==> src/nppt_pkg.sv <==
package nppt_pkg;

    // One stored path point; also the unpacked view of an append request.
    typedef struct packed {
        logic signed [23:0] wz;
        logic signed [23:0] vy;
        logic signed [23:0] vx;
        logic signed [18:0] yaw;
        logic signed [23:0] y;
        logic signed [23:0] x;
    } point_t;

    typedef struct packed {
        logic signed [23:0] x;
        logic signed [23:0] y;
        logic signed [18:0] yaw;
    } pose_t;

    typedef struct packed {
        logic [15:0] pos_gain;
        logic [15:0] ang_gain;
        logic [22:0] pos_allow;
        logic [17:0] ang_allow;
        logic [22:0] goal_dist_tol;
        logic [17:0] goal_yaw_tol;
    } cfg_t;

    typedef enum logic [2:0] {
        STAT_EMPTY   = 3'd0,
        STAT_GOAL    = 3'd1,
        STAT_POS_ERR = 3'd2,
        STAT_ANG_ERR = 3'd3,
        STAT_TRACK   = 3'd4
    } status_t;

    typedef struct packed {
        logic signed [23:0] vx;
        logic signed [23:0] vy;
        logic signed [23:0] wz;
        logic               goal;
        status_t            status;
    } result_t;

    typedef enum logic [1:0] {
        OP_CLEAR  = 2'd0,
        OP_APPEND = 2'd1,
        OP_TICK   = 2'd2
    } op_t;

    localparam logic [2:0] CFG_POS_GAIN      = 3'd0;
    localparam logic [2:0] CFG_ANG_GAIN      = 3'd1;
    localparam logic [2:0] CFG_POS_ALLOW     = 3'd2;
    localparam logic [2:0] CFG_ANG_ALLOW     = 3'd3;
    localparam logic [2:0] CFG_GOAL_DIST_TOL = 3'd4;
    localparam logic [2:0] CFG_GOAL_YAW_TOL  = 3'd5;

    typedef enum logic [2:0] {
        ST_IDLE,
        ST_SCAN,
        ST_DRAIN,
        ST_RD_TGT,
        ST_RD_LAST,
        ST_LAW_GO,
        ST_LAW_WAIT,
        ST_OUT
    } state_t;

    // Feedforward plus gain*error (Q24) rounded to Q16, ties up, saturated to 24 bits.
    function automatic logic signed [23:0] sat_correct(input logic signed [23:0] ff,
                                                       input logic signed [41:0] prod);
        logic signed [42:0] rnd;
        logic signed [34:0] q;
        logic signed [35:0] sum;
        logic signed [23:0] res;
        rnd = 43'(prod) + 43'sd128;
        q   = rnd[42:8];
        sum = 36'(ff) + 36'(q);
        if (sum > 36'sd8388607) begin
            res = 24'sh7FFFFF;
        end else if (sum < -36'sd8388608) begin
            res = -24'sh800000;
        end else begin
            res = sum[23:0];
        end
        return res;
    endfunction

endpackage

==> src/nppt_scan.sv <==
module nppt_scan #(
    parameter int AW = 8
) (
    input  logic                    aclk,
    input  logic                    aresetn,
    input  logic                    start,
    input  logic                    issue,
    input  logic [AW-1:0]           issue_idx,
    input  nppt_pkg::point_t        rd_data,
    input  logic signed [23:0]      cur_x,
    input  logic signed [23:0]      cur_y,
    output logic                    busy,
    output logic [AW-1:0]           best_idx
);
    import nppt_pkg::*;

    logic            v0_reg, v1_reg, v2_reg;
    logic [AW-1:0]   i0_reg, i1_reg, i2_reg;
    logic [24:0]     dxm_reg, dym_reg;
    logic [48:0]     sqx_reg, sqy_reg;
    logic [49:0]     best_d_reg;
    logic [AW-1:0]   best_idx_reg;

    logic signed [24:0] dx, dy;
    logic [49:0]        dist_sq;

    assign dx      = {rd_data.x[23], rd_data.x} - {cur_x[23], cur_x};
    assign dy      = {rd_data.y[23], rd_data.y} - {cur_y[23], cur_y};
    assign dist_sq = 50'(sqx_reg) + 50'(sqy_reg);

    always_ff @(posedge aclk) begin
        if (!aresetn) begin
            v0_reg <= 1'b0;
            v1_reg <= 1'b0;
            v2_reg <= 1'b0;
        end else begin
            v0_reg <= issue;
            v1_reg <= v0_reg;
            v2_reg <= v1_reg;
        end
    end

    always_ff @(posedge aclk) begin
        i0_reg  <= issue_idx;
        i1_reg  <= i0_reg;
        i2_reg  <= i1_reg;
        dxm_reg <= dx[24] ? 25'(-dx) : 25'(dx);
        dym_reg <= dy[24] ? 25'(-dy) : 25'(dy);
        sqx_reg <= 49'(dxm_reg * dxm_reg);
        sqy_reg <= 49'(dym_reg * dym_reg);
    end

    // Strict compare keeps the lowest index on a tie.
    always_ff @(posedge aclk) begin
        if (start) begin
            best_d_reg   <= '1;
            best_idx_reg <= '0;
        end else if (v2_reg && dist_sq < best_d_reg) begin
            best_d_reg   <= dist_sq;
            best_idx_reg <= i2_reg;
        end
    end

    assign busy     = v0_reg | v1_reg | v2_reg;
    assign best_idx = best_idx_reg;

endmodule

==> config.mk <==
export PLATFORM = sky130hd
export DESIGN_NAME = nppt_scan
export DESIGN_NICKNAME = d
export VERILOG_FILES = /design/src/nppt_pkg.sv /design/src/nppt_scan.sv
export SDC_FILE = /design/constraint.sdc
export NUM_CORES = 2
export LEC_CHECK = 0
export ABC_AREA = 1
export BUFFER_PORTS_ARGS = -buffer_cell sky130_fd_sc_hd__buf_2
export CAP_MARGIN = 20
export CORE_AREA = 2 2 461 463
export CTS_CLUSTER_DIAMETER = 50
export DETAILED_ROUTE_END_ITERATION = 12
export DIE_AREA = 0 0 463 465
export PLACE_DENSITY_LB_ADDON = 0.05
export SYNTH_ARGS = -nofsm -noshare
export SYNTH_HDL_FRONTEND = slang
export SYNTH_SLANG_ARGS = --single-unit
==> constraint.sdc <==
create_clock -name aclk -period 10.7 [get_ports aclk]
set_clock_uncertainty 0.05 [all_clocks]
set_input_delay 1.07 -clock aclk [delete_from_list [all_inputs] [get_ports aclk]]
set_output_delay 1.07 -clock aclk [all_outputs]
set_load 0.01 [all_outputs]
# Word-level counts from Yosys, hierarchy flattened
# Index checks and enable logic that the tools add are counted.
[classes]
n_bitwise = 2
mul = 2
reduce_logical = 1
add_sub_neg = 5
muxes = 2
n_lt_le_gt_ge = 1
[op_table]
columns = ["cell", "count"]
rows = [
  ["$mul A25 B25 Y49", 2],
  ["$add A49 B49 Y50", 1],
  ["$lt A50 B50 Y1", 1],
  ["$neg A25 Y25", 2],
  ["$sub A24 B24 Y25", 2],
  ["$mux W24", 2],
  ["$or A1 B1 Y1", 2],
  ["$logic_and A1 B1 Y1", 1],
]
[totals]
out_inout_bits = 9
regBits = 233
elab_cells = 27

# Depth between registers and ports, before layout
[depth]
word_depth = 3
depth_mapped = 31

# Least setup slack after synthesis
# Ideal clock, no wire load.
[synth_path]
path_kind = "reg-to-reg"
start = "reg dxm_reg[3]"
end = "reg sqx_reg[39]"
path_stages_with_launch = 31
setup_ns = 0.117
period_less_slack_ns = 6.416
t_arrival_ns = 6.249
path_slack_ns = 4.284
required_time_ns = 10.533
path_buffers = 2
cell_sequence = "dfxtp_1 clkbuf_1 clkbuf_1 nand2_1 fa_1 inv_1 fa_1 inv_1 fa_1 inv_1 fa_1 inv_1 fa_1 inv_1 fa_1 inv_1 fa_1 inv_1 ha_1 nand2_1 nor2_1 inv_2 nor2_1 inv_1 nor3b_1 nor2_1 o21ai_1 and2_1 nor2_1 nand2_1 nand2_1"
[synth_between]
elab_chain_len = 1
[synth_lines]
columns = ["element", "line", "rtl"]
rows = [
  ["start: declaration", "nppt_scan.sv:19", "logic [24:0] dxm_reg, dym_reg;"],
  ["start signal: assignment", "nppt_scan.sv:47", "dxm_reg <= dx[24] ? 25'(-dx) : 25'(dx);"],
  ["$mul A25 B25 Y49", "nppt_scan.sv:49", "sqx_reg <= 49'(dxm_reg * dxm_reg);"],
  ["end signal: assignment", "nppt_scan.sv:49", ""],
  ["end: declaration", "nppt_scan.sv:20", "logic [48:0] sqx_reg, sqy_reg;"],
]
# Every way passes these cells.
# A chain may end at the register's enable or synchronous reset.

# Worst setup path after layout
[layout_path]
start = "reg dxm_reg[11]"
end = "reg sqx_reg[39]"
# Same word-level chain as after synthesis.

==> results.md <==
* H-tree depth at 2
* Crit path time final at 7.43 ns
* Fmax at 135 MHz
* CP max stage cell: dfxtp_1
* Worst skew pair latency at 0.63 ns
* Top_reg_cell synth: dfxtp_1
* Final wirelength at 159,000 µm
* Total die area at 215,000 µm²
* Final cycle utilization of the critical path at 69.4%
* Setup TNS Final at 0 ns
* Status: completed
* Required time of the critical path at 11.13 ns
* Most used routing layer: met2
* CTS Sinks at 231
* Count of final setup violators at 0
* Top cell by count, worst path: inv_1
* Core area at 211,000 µm²
* Routed WL per cell at 16.1 µm
* RSZ-0062 raised after global routing: no
* Yosys top cell by area: fa_1
* Worst Tran Pin Value at 0.949 ns
* Post-CTS Hold Fix Bufs at 0
* Synth Net Count at 8,635
* Grt ovf at 0
* Average size of a mapped cell at 7.51 µm²
* Crit path DAT at 7.86 ns
* Hold Path Cell Cnt at 0
* MaxCap Viol Count at 0
* GR Util met3 at 1.30%
* Top-count cell post-synth: inv_1
* Cell area after synthesis at 52,400 µm²
* Post-CTS setup buffers at 0
* GR Util All Layers at 15.2%
* Fin. Hold Viols at 0
* Port Buffers at 116
* Clk pin slew, worst setup/hold paths at 0.05 ns
* # IOs at 208
* Slew headroom at 36.7%
* Vias at 40,528
* Via density at 4.09
* Crit path launch type: flip-flop
* Total iterations of the first detailed-routing run at 6
* Row cnt at 169
* GRT met2 Usage at 26.0%
* Worst Path Max Fanout at 15
* R2R depth at 29
* Commonest cells post-synth: 2,084 x inv_1, 1,551 x nand2_1, 934 x fa_1
* GRT met1 Usage at 21.0%
* Synthesized instance count at 6,983
* Fraction of layout cells with a size suffix above 1 at 5.24%
* Yosys reg bits at 231
* Ys Warns at 0
* First-pass GRT wire length at 256,000 µm
* Synth async-reset ratio at 0%
* Crit path largest cell delay at 0.76 ns
* Post-synth EDFFs at 0
* Post_cts resized at 0
* Slew Viols, Final at 0
* Largest net degree at the start of global routing at 51
* Die height at 465 µm
* R2R setup slack at 3.27 ns
* Share of the synthesized area in the top cell type at 35.7%
* Clock buffer depth at 3
* Nets at 8,691
* Post-route DRC at 0
* Number of diodes at 0
* Top post-synthesis cells by area: fa_1 36%, inv_1 15%, ha_1 12%, nand2_1 11%, dfxtp_1 8.8%
* Synth cell types at 48
* Worst hold path class: flip-flop to flip-flop
* Register area share after synthesis at 8.82%
* Max FFs per register at 50
* Initial Utilization at 24.9%
* Die width at 463 µm
* RD Place Congestion at 0.853
* WS Path Type: flip-flop to flip-flop
* CTS tree: done
* Synth-to-Final Area Change at 10.4%
* CTS Buf Count at 46
* Drt initial violations at 1,804
* Vias in the first global route at 44,812
* CTS root buffer: clkbuf_16
* Crit. End Element: flip-flop
* Initial antenna violation count at 2
* Detail Route Antenna Nets at 0
* Detailed Place HPWL at 137,000 µm
## critical path: cells and delay by family, from the launching register on
| kind | cells | cell delay, ns |
|---|---|---|
| DFF | 1 | 0.76 |
| adders and majority gates | 8 | 3.90 |
| buffers and inverters | 10 | 0.91 |
| and+or+nand+nor | 10 | 1.34 |
| AOI/OAI and AO/OA | 1 | 0.30 |
## placed cells by master (no fill, tap or decap), drive strengths merged, types with 24 or more instances in the layout
cell type / instances
clkbuf: 51
fa: 934
dfxtp: 231
nor2: 394
nand4: 45
xnor2: 63
xor2: 122
o21ai: 133
nand2: 1609
a31oi: 30
o21bai: 24
nor3: 40
nand3: 234
a21oi: 271
ha: 519
buf: 166
inv: 2107
## metal layers
metal,up-vias,part of all wire (%)
li1,20463,-
met1,19505,49
met2,444,47
met3,114,2.5
met4,2,1.9
met5,-,0.013
## cells by family (layout without fill, tap and decap cells)
| kind of cell | after synthesis | in the layout | share of synthesized area [%] |
|---|---|---|---|
| xor gates and xnor gates | 185 | 185 | 3.09 |
| buffers and inverters | 2253 | 2346 | 16.2 |
| and+or+nand+nor | 2350 | 2350 | 18.4 |
| DFF | 231 | 231 | 8.82 |
| adders and majority gates | 1453 | 1453 | 48.0 |
| AOI/OAI and AO/OA | 511 | 511 | 5.39 |
## area by class of cell
| cell class | count | area, µm² |
|---|---|---|
| fill | 23489 | 153000 |
| clock inverter | 34 | 392 |
| sequential | 231 | 4630 |
| inverter | 2095 | 7870 |
| timing repair buffer | 166 | 956 |
| tap | 2821 | 3530 |
| clock buffer | 51 | 1210 |
| multi-input combinational | 4499 | 39300 |
## through the flow
step | std cells | utilization, % | worst slack (ns) | hold slack, ns | cell area, µm²
5_1_grt | 9897 | 27.5 | 2.77 | 0.274 | 57900
3_5_place_dp | 9812 | 26.7 | 3.23 | 0.262 | 56300
2_1_floorplan | 6983 | - | 4.28 | 0.260 | 52400
4_1_cts | 9897 | 27.5 | 3.21 | 0.273 | 57900
6_report | 9897 | 27.5 | 3.27 | 0.273 | 57900
3_3_place_gp | 9812 | 26.7 | 3.23 | 0.260 | 56300
## worst paths after layout
| path | startpoint | to |
|---|---|---|
| setup / recovery | dxm_reg[11]$_DFF_P_ | sqx_reg[39]$_DFF_P_ |
| hold / removal | i1_reg[6]$_DFF_P_ | i2_reg[6]$_DFF_P_ |
| setup reg to reg | dxm_reg[11]$_DFF_P_ | sqx_reg[39]$_DFF_P_ |
| hold reg to reg | i1_reg[6]$_DFF_P_ | i2_reg[6]$_DFF_P_ |
Power is left out: the tool's default activity adds up to more than one toggle a clock period on the data nets, which glitch-free logic cannot reach.
